`src/rtl/jse_pkg.sv`:
```
// jse_pkg: shared types, unit constants and lookup functions for the json string escaper
// no dependencies; imported by jse_front, jse_queue, jse_back and json_string_escaper
package jse_pkg;

  localparam int UnitW = 16;
  localparam int QDepth = 2;
  localparam int QPtrW = (QDepth > 1) ? $clog2(QDepth) : 1;
  localparam int QCntW = $clog2(QDepth + 1);

  localparam logic [UnitW-1:0] UNIT_QUOTE  = 16'h0022;
  localparam logic [UnitW-1:0] UNIT_BSLASH = 16'h005C;
  localparam logic [UnitW-1:0] UNIT_U      = 16'h0075;
  localparam logic [UnitW-1:0] CTRL_LIMIT  = 16'h0020;
  localparam logic [UnitW-1:0] SURR_LO     = 16'hD800;
  localparam logic [UnitW-1:0] HIGH_MAX    = 16'hDBFF;
  localparam logic [UnitW-1:0] LOW_MIN     = 16'hDC00;
  localparam logic [UnitW-1:0] SURR_HI     = 16'hDFFF;

  typedef enum logic [1:0] {
    HELD_NONE,
    HELD_RAW,
    HELD_HEX
  } held_kind_t;

  typedef enum logic [1:0] {
    CUR_NONE,
    CUR_RAW,
    CUR_ESC2,
    CUR_HEX
  } cur_kind_t;

  // one classified input item, expanded by the back end
  typedef struct packed {
    logic             open_q;
    held_kind_t       held_kind;
    logic [UnitW-1:0] held_val;
    cur_kind_t        cur_kind;
    logic [UnitW-1:0] cur_val;
    logic             close_q;
  } job_t;

  // second unit of a short escape, zero when the unit has none
  function automatic logic [UnitW-1:0] short_esc(input logic [UnitW-1:0] c);
    logic [UnitW-1:0] r;
    unique case (c)
      16'h0008: r = 16'h0062;
      16'h0009: r = 16'h0074;
      16'h000A: r = 16'h006E;
      16'h000C: r = 16'h0066;
      16'h000D: r = 16'h0072;
      16'h0022: r = 16'h0022;
      16'h005C: r = 16'h005C;
      default:  r = '0;
    endcase
    return r;
  endfunction

  // lower-case hex digit as a code unit
  function automatic logic [UnitW-1:0] hex_digit(input logic [3:0] d);
    logic [UnitW-1:0] r;
    if (d < 4'd10) r = 16'h0030 + {12'd0, d};
    else r = 16'h0057 + {12'd0, d};
    return r;
  endfunction

  // unit idx of a \uXXXX escape of v
  function automatic logic [UnitW-1:0] hex_esc_unit(input logic [UnitW-1:0] v,
                                                    input logic [2:0] idx);
    logic [UnitW-1:0] r;
    unique case (idx)
      3'd0:    r = UNIT_BSLASH;
      3'd1:    r = UNIT_U;
      3'd2:    r = hex_digit(v[15:12]);
      3'd3:    r = hex_digit(v[11:8]);
      3'd4:    r = hex_digit(v[7:4]);
      default: r = hex_digit(v[3:0]);
    endcase
    return r;
  endfunction

endpackage

```
`src/rtl/jse_front.sv`:
```
// jse_front: accepts input beats, tracks the held high surrogate, builds at most one job per beat
// depends on jse_pkg
module jse_front (
  input  logic                  clk,
  input  logic                  rst,
  input  logic                  in_valid,
  output logic                  in_ready,
  input  logic [15:0]           code_unit,
  input  logic                  first_unit,
  input  logic                  last_unit,
  input  logic                  empty_string,
  input  logic                  q_full,
  output logic                  push,
  output jse_pkg::job_t         push_job
);
  import jse_pkg::*;

  logic             held_valid, held_valid_next;
  logic [UnitW-1:0] held_unit, held_unit_next;
  logic             accept;
  logic             eff_held, is_low, is_high;
  logic [UnitW-1:0] esc;
  job_t             job;

  assign in_ready = !q_full;
  assign accept   = in_valid && in_ready;

  always_comb begin
    eff_held = held_valid && !first_unit;
    is_low   = (code_unit >= LOW_MIN) && (code_unit <= SURR_HI);
    is_high  = (code_unit >= SURR_LO) && (code_unit <= HIGH_MAX);
    esc      = short_esc(code_unit);

    job.open_q    = 1'b0;
    job.held_kind = HELD_NONE;
    job.held_val  = held_unit;
    job.cur_kind  = CUR_NONE;
    job.cur_val   = code_unit;
    job.close_q   = 1'b0;
    held_valid_next = 1'b0;
    held_unit_next  = '0;

    if (empty_string) begin
      job.open_q  = 1'b1;
      job.close_q = 1'b1;
    end else begin
      job.open_q  = first_unit;
      job.close_q = last_unit;
      if (eff_held && is_low) begin
        job.held_kind = HELD_RAW;
        job.cur_kind  = CUR_RAW;
      end else begin
        if (eff_held) job.held_kind = HELD_HEX;
        if (is_high && !last_unit) begin
          held_valid_next = 1'b1;
          held_unit_next  = code_unit;
        end else if (esc != '0) begin
          job.cur_kind = CUR_ESC2;
          job.cur_val  = esc;
        end else if ((code_unit < CTRL_LIMIT) || is_low || is_high) begin
          job.cur_kind = CUR_HEX;
        end else begin
          job.cur_kind = CUR_RAW;
        end
      end
    end
  end

  // beats that only fill the hold produce nothing downstream
  assign push = accept && (job.open_q || job.close_q || (job.held_kind != HELD_NONE) ||
                           (job.cur_kind != CUR_NONE));
  assign push_job = job;

  always_ff @(posedge clk) begin
    if (rst) begin
      held_valid <= 1'b0;
      held_unit  <= '0;
    end else if (accept) begin
      held_valid <= held_valid_next;
      held_unit  <= held_unit_next;
    end
  end

endmodule

```
`src/rtl/jse_queue.sv`:
```
// jse_queue: short job queue between the front and back ends
// depends on jse_pkg
module jse_queue (
  input  logic          clk,
  input  logic          rst,
  input  logic          push,
  input  jse_pkg::job_t push_job,
  output logic          full,
  input  logic          pop,
  output logic          q_valid,
  output jse_pkg::job_t head_job
);
  import jse_pkg::*;

  job_t             entries [QDepth];
  logic [QPtrW-1:0] wr_ptr, rd_ptr;
  logic [QCntW-1:0] count;

  assign full     = (count == QCntW'(QDepth));
  assign q_valid  = (count != '0);
  assign head_job = entries[rd_ptr];

  function automatic logic [QPtrW-1:0] inc_ptr(input logic [QPtrW-1:0] p);
    logic [QPtrW-1:0] r;
    if (p == QPtrW'(QDepth - 1)) r = '0;
    else r = p + 1'b1;
    return r;
  endfunction

  always_ff @(posedge clk) begin
    if (rst) begin
      wr_ptr <= '0;
      rd_ptr <= '0;
      count  <= '0;
    end else begin
      if (push) begin
        entries[wr_ptr] <= push_job;
        wr_ptr <= inc_ptr(wr_ptr);
      end
      if (pop) rd_ptr <= inc_ptr(rd_ptr);
      if (push && !pop) count <= count + 1'b1;
      else if (!push && pop) count <= count - 1'b1;
    end
  end

endmodule

```
`src/rtl/jse_back.sv`:
```
// jse_back: expands queued jobs into output units, one per cycle while out_ready allows, into the output register
// depends on jse_pkg
module jse_back (
  input  logic          clk,
  input  logic          rst,
  input  logic          q_valid,
  input  jse_pkg::job_t head_job,
  output logic          pop,
  output logic          out_valid,
  input  logic          out_ready,
  output logic [15:0]   out_unit,
  output logic          run_last,
  output logic          string_done
);
  import jse_pkg::*;

  typedef enum logic [1:0] {
    P_OPEN,
    P_HELD,
    P_CUR,
    P_CLOSE
  } phase_t;

  logic             act_valid;
  job_t             act;
  phase_t           phase;
  logic [2:0]       idx;

  logic             adv, last_in_phase, has_next, job_end;
  phase_t           nxt_phase;
  logic [2:0]       len;
  logic [UnitW-1:0] unit;

  function automatic phase_t first_phase(input job_t j);
    phase_t r;
    priority if (j.open_q) r = P_OPEN;
    else if (j.held_kind != HELD_NONE) r = P_HELD;
    else if (j.cur_kind != CUR_NONE) r = P_CUR;
    else r = P_CLOSE;
    return r;
  endfunction

  always_comb begin
    len  = 3'd1;
    unit = UNIT_QUOTE;
    unique case (phase)
      P_OPEN, P_CLOSE: begin
        len  = 3'd1;
        unit = UNIT_QUOTE;
      end
      P_HELD: begin
        if (act.held_kind == HELD_HEX) begin
          len  = 3'd6;
          unit = hex_esc_unit(act.held_val, idx);
        end else begin
          len  = 3'd1;
          unit = act.held_val;
        end
      end
      P_CUR: begin
        unique case (act.cur_kind)
          CUR_HEX: begin
            len  = 3'd6;
            unit = hex_esc_unit(act.cur_val, idx);
          end
          CUR_ESC2: begin
            len  = 3'd2;
            unit = (idx == 3'd0) ? UNIT_BSLASH : act.cur_val;
          end
          default: begin
            len  = 3'd1;
            unit = act.cur_val;
          end
        endcase
      end
      default: ;
    endcase

    has_next  = 1'b0;
    nxt_phase = P_CLOSE;
    unique case (phase)
      P_OPEN: begin
        priority if (act.held_kind != HELD_NONE) begin
          has_next = 1'b1; nxt_phase = P_HELD;
        end else if (act.cur_kind != CUR_NONE) begin
          has_next = 1'b1; nxt_phase = P_CUR;
        end else if (act.close_q) begin
          has_next = 1'b1; nxt_phase = P_CLOSE;
        end else begin
          has_next = 1'b0; nxt_phase = P_CLOSE;
        end
      end
      P_HELD: begin
        priority if (act.cur_kind != CUR_NONE) begin
          has_next = 1'b1; nxt_phase = P_CUR;
        end else if (act.close_q) begin
          has_next = 1'b1; nxt_phase = P_CLOSE;
        end else begin
          has_next = 1'b0; nxt_phase = P_CLOSE;
        end
      end
      P_CUR: begin
        if (act.close_q) begin
          has_next = 1'b1; nxt_phase = P_CLOSE;
        end
      end
      default: ;
    endcase
  end

  assign last_in_phase = (idx == len - 3'd1);
  assign adv     = act_valid && (!out_valid || out_ready);
  assign job_end = adv && last_in_phase && !has_next;
  // refill the active job when idle or right as its final unit leaves
  assign pop     = q_valid && (!act_valid || job_end);

  always_ff @(posedge clk) begin
    if (rst) begin
      act_valid   <= 1'b0;
      act         <= '0;
      phase       <= P_OPEN;
      idx         <= '0;
      out_valid   <= 1'b0;
      out_unit    <= '0;
      run_last    <= 1'b0;
      string_done <= 1'b0;
    end else begin
      if (adv) begin
        out_valid   <= 1'b1;
        out_unit    <= unit;
        run_last    <= !has_next && last_in_phase;
        string_done <= (phase == P_CLOSE);
        if (!last_in_phase) begin
          idx <= idx + 3'd1;
        end else if (has_next) begin
          phase <= nxt_phase;
          idx   <= '0;
        end
      end else if (out_ready) begin
        out_valid <= 1'b0;
      end
      if (!act_valid || job_end) begin
        act_valid <= q_valid;
      end
      if (pop) begin
        act   <= head_job;
        phase <= first_phase(head_job);
        idx   <= '0;
      end
    end
  end

endmodule

```
`src/rtl/json_string_escaper.sv`:
```
// json_string_escaper: top level, quotes and escapes a utf-16 string for json
// depends on jse_pkg, jse_front, jse_queue, jse_back
//
//   channel  signals                                                   dir
//   in       in_valid in_ready code_unit first_unit last_unit empty_string  in
//   out      out_valid out_ready out_unit run_last string_done            out
//
// a beat produces 0 to 13 output units, one per cycle while out_ready holds; the back end expander sets the rate
// a beat that yields one unit sustains one beat per cycle while out_ready holds; escapes stall input via in_ready
// with the queue empty and the back end idle, a job is queued, made active, then output
// reset clears the hold, the job queue, the active job and the output register
// input stalls only when the two-entry job queue is full
module json_string_escaper (
  input  logic        clk,
  input  logic        rst,
  input  logic        in_valid,
  output logic        in_ready,
  input  logic [15:0] code_unit,
  input  logic        first_unit,
  input  logic        last_unit,
  input  logic        empty_string,
  output logic        out_valid,
  input  logic        out_ready,
  output logic [15:0] out_unit,
  output logic        run_last,
  output logic        string_done
);
  import jse_pkg::*;

  logic q_full, push, pop, q_valid;
  job_t push_job, head_job;

  jse_front u_front (
    .clk          (clk),
    .rst          (rst),
    .in_valid     (in_valid),
    .in_ready     (in_ready),
    .code_unit    (code_unit),
    .first_unit   (first_unit),
    .last_unit    (last_unit),
    .empty_string (empty_string),
    .q_full       (q_full),
    .push         (push),
    .push_job     (push_job)
  );

  jse_queue u_queue (
    .clk      (clk),
    .rst      (rst),
    .push     (push),
    .push_job (push_job),
    .full     (q_full),
    .pop      (pop),
    .q_valid  (q_valid),
    .head_job (head_job)
  );

  jse_back u_back (
    .clk         (clk),
    .rst         (rst),
    .q_valid     (q_valid),
    .head_job    (head_job),
    .pop         (pop),
    .out_valid   (out_valid),
    .out_ready   (out_ready),
    .out_unit    (out_unit),
    .run_last    (run_last),
    .string_done (string_done)
  );

`ifndef ASSERT_OFF
  a_close_ends_beat: assert property (@(posedge clk) disable iff (rst)
    out_valid && string_done |-> run_last)
    else $error("closing quote not last unit of its beat");

  a_close_is_quote: assert property (@(posedge clk) disable iff (rst)
    out_valid && string_done |-> out_unit == UNIT_QUOTE)
    else $error("closing unit is not a quote");

  a_pop_nonempty: assert property (@(posedge clk) disable iff (rst)
    pop |-> q_valid)
    else $error("job queue popped while empty");

  a_push_has_room: assert property (@(posedge clk) disable iff (rst)
    push |-> !q_full)
    else $error("job queue pushed while full");
`endif

endmodule
```
`config.mk`:
```
export PLATFORM = sky130hd
export DESIGN_NAME = json_string_escaper
export DESIGN_NICKNAME = d
export VERILOG_FILES = /design/src/rtl/jse_pkg.sv /design/src/rtl/jse_front.sv /design/src/rtl/jse_queue.sv /design/src/rtl/jse_back.sv /design/src/rtl/json_string_escaper.sv
export SDC_FILE = /design/constraint.sdc
export NUM_CORES = 1
export LEC_CHECK = 0
export ABC_AREA = 1
export ABC_CLOCK_PERIOD_IN_PS = 11700
export BUFFER_PORTS_ARGS = -buffer_cell sky130_fd_sc_hd__buf_4
export CAP_MARGIN = 5
export CORE_MARGIN = 2
export CORE_UTILIZATION = 52
export DETAILED_ROUTE_END_ITERATION = 10
export GPL_TIMING_DRIVEN = 1
export PLACE_DENSITY = 0.66
export SLEW_MARGIN = 10
export SYNTH_ARGS = -nofsm -noshare
export SYNTH_HDL_FRONTEND = slang
export SYNTH_SLANG_ARGS = --single-unit
```
`constraint.sdc`:
```
create_clock -name clk -period 11.7 [get_ports clk]
set_input_delay 0.585 -clock clk [delete_from_list [all_inputs] [get_ports clk]]
set_output_delay 0.585 -clock clk [all_outputs]
set_load 0.01 [all_outputs]
```
==> results.md, run 1 <==
- Outcome: completed
- Root buf cell: clkbuf_16
- R2r worst-path depth: 22
- Yosys reg bits: 160
- Wire per inst: 15.5 um
- Via density: 5.39
- Pin count of the biggest net entering global routing: 75
- Hpwl dp: 12.7 mm
- Global route overflow: 0
- Clk_lat worst skew: 0.43 ns
- Register clock-pin slew on the reported worst setup and hold paths: 0.07 ns
- CORE AREA: 15100 sq um
- Num CTS Buffers: 17
- CP dominant cell by count: nand2_1
- Antenna violations before repair: 0
- Worst VDD drop: 0.000125 V
- Slew @ Worst Pin: 1.13 ns
- Cell Rows: 45
- I/O pin count: 43
- Critical path class: reg2reg
- Min Tclk post-route: 3.84 ns
- N_diodes: 0
- Switching Fraction: 0.392
- Clock share of power: 0.269
- Cell with the most instances after synthesis: nand2_1
- Vias: 6306
- CP max stage cell: ha_1
- CTS resizes: 0
- DR iter-0 viols: 399
- Req. time, crit path: 12.02 ns
- Relative slew slack: 0.245
- P_int: 1.20 mW
- Max Clock Freq: 0.260 GHz
- # clock sinks: 160
- Sequential power share: 0.380
- Critical path capture point type: register
- Worst setup SP type: register
- # DRC: 0
- Class of the worst hold path: in2reg
- PwrDens: 221 nW/um^2
- Crit-path leading delay family: simple AND/OR/NAND/NOR gates
- Register area share after synthesis: 0.496
- Setup_tns: 0 ns
- Post-synth EDFFs: 76
- DRT Pass-1 Iters: 5
- RSZ-0062 raised after global routing: false
- CTS tree: built
- Die Ht: 128 um
- Post-synth top area share: 0.286
- Vias in the first global route: 5851
- WP depth: 22
- Starting density of the core: 0.529
- Leakage: 3.47 nW
- Synth-to-Final Area Change: 12.0%
- # hold bufs at CTS: 0
- H-tree depth: 4
- Final setup fails: 0
- Number of post-CTS setup repair buffers: 0
- Die Area: 16400 sq um
- Synthesis warning total: 0
- Syn Nets: 986
- First-pass GRT wire length: 29.6 mm
- CTS max path bufs: 2
- Antenna Nets Post-Route: 0
- Worst EP arrival: 4.17 ns
- Area leader, netlist: edfxtp_1
- Netlist cell types: 41
- Avg Cell Area, Syn: 8.46 sq um
- Synth Instances: 944
- Skew final: 0.00631 ns
- CP max stage delay: 0.44 ns
- Final Util: 0.593
- Comb pwr share: 0.351
- CP cell instances: inv_1 > ha_1 > nand2_1 > nand2_1 > inv_1 > ha_1 > inv_1 > nand2_1 > nand2_1 > inv_1 > nand2_1 > nand2_1 > inv_1 > nor2_2 > nand2_2 > nand2_4 > nand2_4 > ha_1 > a21oi_1 > o21ai_0 > o21ai_0 > a21oi_1
- Main flop type after synthesis: dfxtp_1
- Async SR Flop Fraction: 0
- NetSw: 0.775 mW
- PortBufs: 42
- RePlAce Congestion: 0.947
- GRT Overall Usage: 0.233
- Post-synth top cells: 234 x nand2_1, 94 x inv_1, 86 x a21oi_1, 84 x dfxtp_1, 76 x edfxtp_1
- Cell count after placement: 1138
- Final Hold Viols: 0
- Hold Path Depth: 1
- Critical Path Fanout Max: 46
- Nets: 1011
- CP bufs+invs: 5
- Crit share post-route: 0.329
- Max-slew violations: 0
- Mapped Area: 7990 sq um
- Routed WL: 18.1 mm
- Non-Filler Instances: 1170
- Max_cap viols: 0
- Synth area leaders: edfxtp_1 29%, dfxtp_1 21%, nand2_1 11%, a21oi_1 5.4%, mux2_2 4.8%
- Share of cells above drive strength 1: 0.151
- Die width: 128 um
==> metrics by stage <==
step	instance area, sq um	worst slack [ns]	hold slack (ns)	power (mW)
after CTS	8940	7.87	0.347	1.98
after global routing	8940	7.42	0.348	2.11
after global placement	8370	8.05	0.431	1.44
after detailed placement	8370	7.89	0.439	1.45
after floorplan	7990	7.32	0.426	1.30
final	8940	7.86	0.354	1.98
==> sequential cells by signal, indices dropped and copies added (netlist names), 2 cells and up, named ones only <==
name               flops
u_back.phase           2
u_back.out_unit       16
u_back.idx             3
u_front.held_unit     16
u_back.act            37
u_queue.count          2
u_queue.entries       76
==> per-layer routing <==
| metal | share of wire | GRT usage | routed length [um] |
|---|---|---|---|
| met2 | 0.45 | 0.361 | 8090 |
| met5 | 0 | 0 | 0 |
| met4 | 0.025 | 0.0924 | 462 |
| met3 | 0.043 | 0.0488 | 779 |
| met1 | 0.49 | 0.322 | 8800 |
==> power by group through the flow <==
stage,registers (mW),clock network (mW),logic (mW)
finish,0.751,0.532,0.693
global route,0.761,0.563,0.784
CTS,0.749,0.540,0.693
detailed placement,0.760,0,0.688
global placement,0.758,0,0.683
floorplan,0.740,0,0.562
==> cells in the final DEF, fill, tap and decap left out, types with 3 or more instances in the layout <==
cell	instances
a21oi_1	86
a21oi_2	12
a31oi_1	3
buf_4	46
clkbuf_16	17
clkinv_1	4
clkinv_4	3
dfxtp_1	84
edfxtp_1	76
ha_1	19
inv_1	94
inv_6	5
inv_8	3
mux2_2	34
mux2i_1	4
nand2_1	234
nand3_1	71
nand3_2	11
nand4_1	14
nor2_1	73
nor2_2	3
nor3_1	7
o211ai_1	7
o21ai_0	34
o22ai_1	10
xor2_1	4
==> cell type report <==
class                      count  area (sq um)
clock inverter                15           145
inverter                      99           372
timing repair buffer          46           345
fill                        1369          6150
tap                          188           235
multi-input combinational    645          3460
sequential                   160          3960
clock buffer                  17           425
==> cells by family after synthesis <==
kind of cell / Yosys count / synth area share
AND/OR/NAND/NOR: 426 / 0.233
flip-flops: 160 / 0.496
AO/OA/AOI/OAI: 158 / 0.111
buffers and inverters: 139 / 0.0725
multiplexers: 38 / 0.0529
XOR/XNOR: 4 / 0.00439
adder cells (fa/ha/maj): 19 / 0.0298
==> path summary, 6_finish.rpt <==
path	startpoint	to	slack (ns)
min	code_unit[12]	u_queue.entries[1][13]	0.35
max	u_back.phase[1]	u_queue.count[1]	7.86
max reg2reg	u_back.phase[1]	u_queue.count[1]	7.86
min reg2reg	u_front.held_unit[8]	u_queue.entries[1][27]	0.46
(Power assumes the default switching activity.)
==> run 2, diff against run 1 <==
--- a/config.mk
+++ b/config.mk
@@ -5,15 +5,15 @@
 export SDC_FILE = /design/constraint.sdc
 export NUM_CORES = 1
 export LEC_CHECK = 0
-export ABC_AREA = 1
-export ABC_CLOCK_PERIOD_IN_PS = 11700
+export ABC_AREA = 0
+export ABC_CLOCK_PERIOD_IN_PS = 3370
 export BUFFER_PORTS_ARGS = -buffer_cell sky130_fd_sc_hd__buf_4
 export CAP_MARGIN = 5
 export CORE_MARGIN = 2
 export CORE_UTILIZATION = 52
 export DETAILED_ROUTE_END_ITERATION = 10
 export GPL_TIMING_DRIVEN = 1
-export PLACE_DENSITY = 0.66
+export PLACE_DENSITY = 0.68
 export SLEW_MARGIN = 10
 export SYNTH_ARGS = -nofsm -noshare
 export SYNTH_HDL_FRONTEND = slang
==> constraint.sdc (replaced) <==
create_clock -name clk -period 3.37 [get_ports clk]
set_input_delay 0.1685 -clock clk [delete_from_list [all_inputs] [get_ports clk]]
set_output_delay 0.1685 -clock clk [all_outputs]
set_load 0.01 [all_outputs]
==> run 2 against run 1 <==
Against the previous run:
- largest power group unchanged
- design area up 1.1%
- highest routed layer unchanged
- non-clock buffer count up 17
- critical endpoint unchanged
- total power rose to 3.7 times the previous value
==> results.md, run 2 <==
- Register clock-pin slew on the reported worst setup and hold paths: 0.06 ns
- Wire per inst: 18.7 um
- Slew @ Worst Pin: 0.801 ns
- Non-Filler Instances: 1008
- Placed Instance Area: 8350 sq um
- Met3 usage: 0.0444
- Max_cap viols: 0
- Class of the worst hold path: in2reg
- Die width: 127 um
- Clk_lat worst skew: 0.42 ns
- Global route overflow: 0
- GRT Overall Usage: 0.237
- Antenna Nets Post-Route: 0
- Hpwl dp: 13.5 mm
- Async SR Flop Fraction: 0
- Min Tclk post-route: 3.03 ns
- Synthesis warning total: 0
- Setup_tns: 0 ns
- CTS max path bufs: 2
- Netlist cell types: 71
- RePlAce Congestion: 0.944
- CTS tree: built
- Post-route cell area: 9040 sq um
- Yosys reg bits: 160
- Relative slew slack: 0.464
- Most frequent cells in the layout: 88 x nor2_1, 83 x dfxtp_1, 76 x nand2_1, 76 x edfxtp_1, 52 x buf_4
- Pin count of the biggest net entering global routing: 81
- DR iter-0 viols: 428
- P_int: 4.53 mW
- Register area share after synthesis: 0.502
- Final setup fails: 0
- Synth area leaders: edfxtp_1 29%, dfxtp_1 21%, a211oi_2 5.5%, mux2i_1 4.9%, nor2_1 4.2%
- Cell with the most instances after synthesis: nor2_1
- Avg Cell Area, Syn: 10.2 sq um
- Cell Rows: 45
- I/O pin count: 43
- Worst reg2reg setup slack: 0.34 ns
- Cell count after placement: 967
- Antenna violations before repair: 0
- Largest registers: u_queue.entries x76, u_back.act x37
- NetSw: 2.76 mW
- Leakage: 3.11 nW
- Critical path class: reg2reg
- Skew final: 0.00963 ns
- CTS resizes: 0
- Critical Path Fanout Max: 8
- # hold bufs at CTS: 9
- N_diodes: 0
- Die Ht: 127 um
- Max Clock Freq: 0.330 GHz
- Comb pwr share: 0.358
- Vias in the first global route: 5588
- Root buf cell: clkbuf_16
- Routed WL: 18.9 mm
- Max reg flops: 76
- Largest register by flop count: u_queue.entries
- # clock sinks: 160
- CORE AREA: 15000 sq um
- Post-synth top area share: 0.289
- Sequential power share: 0.374
- Main flop type after synthesis: dfxtp_1
- GR Layer Usage met2: 0.382
- Post-synth top cells: 88 x nor2_1, 84 x dfxtp_1, 76 x edfxtp_1, 76 x nand2_1, 48 x a21oi_1
- Final Hold Viols: 0
- Die Area: 16200 sq um
- Critical path capture point type: register
- PwrDens: 806 nW/um^2
- Switching Fraction: 0.379
- Worst EP arrival: 3.38 ns
- Area leader, netlist: edfxtp_1
- Mapped Area: 7890 sq um
- First-pass GRT wire length: 29.6 mm
- Busiest metal layer after global routing: met2
- Crit share post-route: 0.899
- Nets: 849
- DRT Pass-1 Iters: 5
- Req. time, crit path: 3.72 ns
- Post-synth EDFFs: 76
- Via density: 5.93
- Syn Nets: 818
- Most common cell after layout, fill and taps aside: nor2_1
- Worst VDD drop: 0.000629 V
- PortBufs: 42
- Synth Instances: 776
- Starting density of the core: 0.525
- H-tree depth: 4
- GR Layer Usage met1: 0.322
- RSZ-0062 raised after global routing: false
- Synth-to-Final Area Change: 14.6%
- Vias: 5975
- # DRC: 0
- Num CTS Buffers: 17
- Share of cells above drive strength 1: 0.167
- Max-slew violations: 0
- Outcome: completed
- Number of post-CTS setup repair buffers: 0
- Clock share of power: 0.268
- Worst setup SP type: register
## run 2: logic make-up (layout without fill, tap and decap cells)
logic type,after synthesis,after routing,share of synthesized area
compound gates,213,213,0.205
xor+xnor,15,15,0.0176
fa+ha+maj,19,19,0.0301
buf+inv,79,123,0.0426
flops,160,160,0.502
mux,41,41,0.0523
simple gates,249,249,0.150
## run 2: critical path, stage by stage (launching register included)
cell	delay, ns
dfxtp_1	0.34
inv_1	0.11
ha_1	0.32
inv_1	0.13
o221a_2	0.32
ha_1	0.21
xnor2_1	0.13
xnor2_1	0.26
a41o_2	0.27
inv_1	0.05
ha_1	0.31
or3_1	0.38
a21oi_1	0.14
## run 2: per-stage QoR
step / power (mW) / utilization / setup slack (ns) / hold WS, ns
6_report: 7.29 / 0.602 / 0.342 / 0.0424
5_1_grt: 7.71 / 0.602 / 0.179 / 0.0382
4_1_cts: 7.30 / 0.602 / 0.375 / 0.0293
3_5_place_dp: 5.34 / 0.555 / 0.382 / 0.374
3_3_place_gp: 5.28 / 0.555 / 0.434 / 0.368
2_1_floorplan: 4.77 / - / 0.0167 / 0.309
## run 2: per-layer routing
| metal | vias to the layer above | share of wire |
|---|---|---|
| li1 | 2914 | - |
| met1 | 2872 | 0.47 |
| met2 | 159 | 0.47 |
| met3 | 30 | 0.038 |
| met4 | 0 | 0.023 |
| met5 | - | 0 |
## run 2: power groups by stage
stage          combinational, mW  clock [mW]  sequential, mW
2_1_floorplan               2.19           0            2.58
3_3_place_gp                2.53           0            2.75
6_report                    2.61        1.95            2.73
3_5_place_dp                2.58           0            2.76
4_1_cts                     2.61        1.98            2.72
5_1_grt                     2.87        2.07            2.77
## run 2: worst paths after layout
path	cells after the start	to	from
worst max register to register	12	u_queue.count[1]	u_back.phase[0]
worst max-delay path	12	u_queue.count[1]	u_back.phase[0]
worst min register to register	2	u_back.string_done	u_back.string_done
worst min-delay path	3	u_front.held_unit[2]	code_unit[2]
## run 2: final cells by class
| cell class | instances | area [sq um] |
|---|---|---|
| Fill cell | 1225 | 5990 |
| Sequential cell | 160 | 3970 |
| Multi-Input combinational cell | 537 | 3610 |
| Timing Repair Buffer | 63 | 520 |
| Clock buffer | 21 | 493 |
| Tap cell | 188 | 235 |
| Clock inverter | 11 | 115 |
| Inverter | 28 | 105 |
==> run 3, diff against run 2 <==
--- a/config.mk
+++ b/config.mk
@@ -13,7 +13,7 @@
 export CORE_UTILIZATION = 52
 export DETAILED_ROUTE_END_ITERATION = 10
 export GPL_TIMING_DRIVEN = 1
-export PLACE_DENSITY = 0.68
+export PLACE_DENSITY = 0.69
 export SLEW_MARGIN = 10
 export SYNTH_ARGS = -nofsm -noshare
 export SYNTH_HDL_FRONTEND = slang
==> run 3 against run 2 <==
Against the previous run:
- utilization shrank 0.44 points
- cell count hardly changed
- combinational power barely moved
- critical path depth unchanged
- design area shrank 0.73%
- clock power fell by 6%
- total power is 1.6% lower
==> results.md, run 3 (synthesized netlist as in run 2, its figures left out) <==
- Skew final: 0.0123 ns
- Cell Rows: 45
- Max Clock Freq: 0.332 GHz
- Share of cells above drive strength 1: 0.168
- Largest register by flop count: u_queue.entries
- Comb pwr share: 0.365
- R2r worst-path depth: 12
- Hpwl dp: 13.7 mm
- CP startpoint: u_back.phase[0]
- Max reg flops: 76
- Req. time, crit path: 3.72 ns
- RSZ-0062 raised after global routing: false
- DR iter-0 viols: 560
- Min Tclk post-route: 3.01 ns
- Cell count after placement: 966
- Final Hold Viols: 0
- CP max stage cell: or3_1
- PortBufs: 42
- Starting density of the core: 0.525
- CORE AREA: 15000 sq um
- # clock sinks: 160
- First-pass GRT wire length: 30.4 mm
- Root buf cell: clkbuf_16
- Placed Instance Area: 8330 sq um
- Slew @ Worst Pin: 0.966 ns
- P_int: 4.34 mW
- Synth-to-Final Area Change: 13.8%
- Crit share post-route: 0.894
- NetSw: 2.83 mW
- Critical path class: reg2reg
- Vias: 6003
- RePlAce Congestion: 0.927
- Hold Path Depth: 3
- I/O pin count: 43
- Clk_lat worst skew: 0.43 ns
- Worst VDD drop: 0.000582 V
- Clock share of power: 0.257
- Antenna Nets Post-Route: 0
- Via density: 5.96
- N_diodes: 0
- Pin count of the biggest net entering global routing: 81
- Sequential power share: 0.379
- Non-Filler Instances: 1007
- Final setup fails: 0
- Worst setup SP type: register
- Most frequent cells in the layout: 88 x nor2_1, 83 x dfxtp_1, 76 x nand2_1, 76 x edfxtp_1, 52 x buf_4
- Largest registers: u_queue.entries x76, u_back.act x37
- CP cell instances: inv_1 > ha_1 > inv_1 > o221a_2 > ha_1 > xnor2_1 > xnor2_1 > a41o_2 > inv_1 > ha_1 > or3_1 > a21oi_1
- Worst EP arrival: 3.36 ns
- Critical Path Fanout Max: 8
- Most common cell after layout, fill and taps aside: nor2_1
- Outcome: completed
- Switching Fraction: 0.395
- Crit path capture: u_queue.count[1]
- Vias in the first global route: 5715
- Max_cap viols: 0
- CP max stage delay: 0.38 ns
- Number of post-CTS setup repair buffers: 0
- HP Start: code_unit[2]
- Die Area: 16200 sq um
- Class of the worst hold path: in2reg
- # DRC: 0
- CTS tree: built
- Routed WL: 18.9 mm
- Max-slew violations: 0
- DRT Pass-1 Iters: 5
- Nets: 848
- Leakage: 3.08 nW
- Design Power: 7.17 mW
- Worst reg2reg setup slack: 0.36 ns
- Critical path capture point type: register
- CTS max path bufs: 2
- Num CTS Buffers: 17
- H-tree depth: 4
- Global route overflow: 0
- R2r startpoint: u_back.phase[0]
- Register clock-pin slew on the reported worst setup and hold paths: 0.07 ns
- Die width: 127 um
- Antenna violations before repair: 0
- Post-route cell area: 8980 sq um
- GRT Overall Usage: 0.241
- Wire per inst: 18.8 um
- Relative slew slack: 0.351
- Setup_tns: 0 ns
- Die Ht: 127 um
- Layout fillers: 1265
- PwrDens: 799 nW/um^2
- Worst R2R End: u_queue.count[1]
==> run 3: layer usage <==
layer,share of wire,global-route usage,wire length [um],vias up
met2,0.47,0.390,8870,201
met4,0.026,0.0983,500,0
met5,0,0,0,-
li1,-,-,-,2906
met1,0.46,0.327,8690,2861
met3,0.045,0.0369,847,35
==> run 3: worst max-delay path, delay by kind of cell (launching register included) <==
family | cells | cell delay, ns
xor+xnor | 2 | 0.37
flops | 1 | 0.34
fa+ha+maj | 3 | 0.86
compound gates | 3 | 0.71
simple gates | 1 | 0.38
buf+inv | 3 | 0.29
==> run 3: final cells by class <==
cell class | count | area (sq um) | area share
multi-input cells | 537 | 3610 | 0.402
flip-flops and latches | 160 | 3970 | 0.442
clock inverters | 15 | 136 | 0.0152
inverters | 28 | 105 | 0.0117
well taps | 188 | 235 | 0.0262
repair buffers | 62 | 500 | 0.0557
clock buffers | 17 | 425 | 0.0474
==> run 3: metrics by stage <==
stage               worst slack (ns)  hold slack, ns   util
CTS                            0.336          0.0207  0.597
global route                   0.178          0.0421  0.597
global placement               0.498           0.381  0.554
floorplan                     0.0167           0.309      -
detailed placement             0.360           0.383  0.554
finish                         0.358          0.0371  0.597
==> run 3: worst min-delay path by stage <==
stage                        endpoint
3_5_place_dp    u_queue.entries[1][9]
4_1_cts          u_front.held_unit[2]
5_1_grt          u_front.held_unit[2]
6_report         u_front.held_unit[2]
3_3_place_gp   u_queue.entries[0][10]
2_1_floorplan    u_front.held_unit[2]
==> run 3: power groups by stage <==
stage	clock, mW	sequential, mW	combinational [mW]
final	1.84	2.72	2.61
after global routing	1.94	2.76	2.89
after CTS	1.87	2.71	2.61
after detailed placement	0	2.75	2.57
after global placement	0	2.73	2.50
after floorplan	0	2.58	2.19
==> run 3: repair_timing <==
item / in CTS / in global routing
setup endpoints to repair: 0 / 0
endpoints found under the hold margin: 18 / 0
hold buffers: 9 / 0
resized for setup: 0 / 0
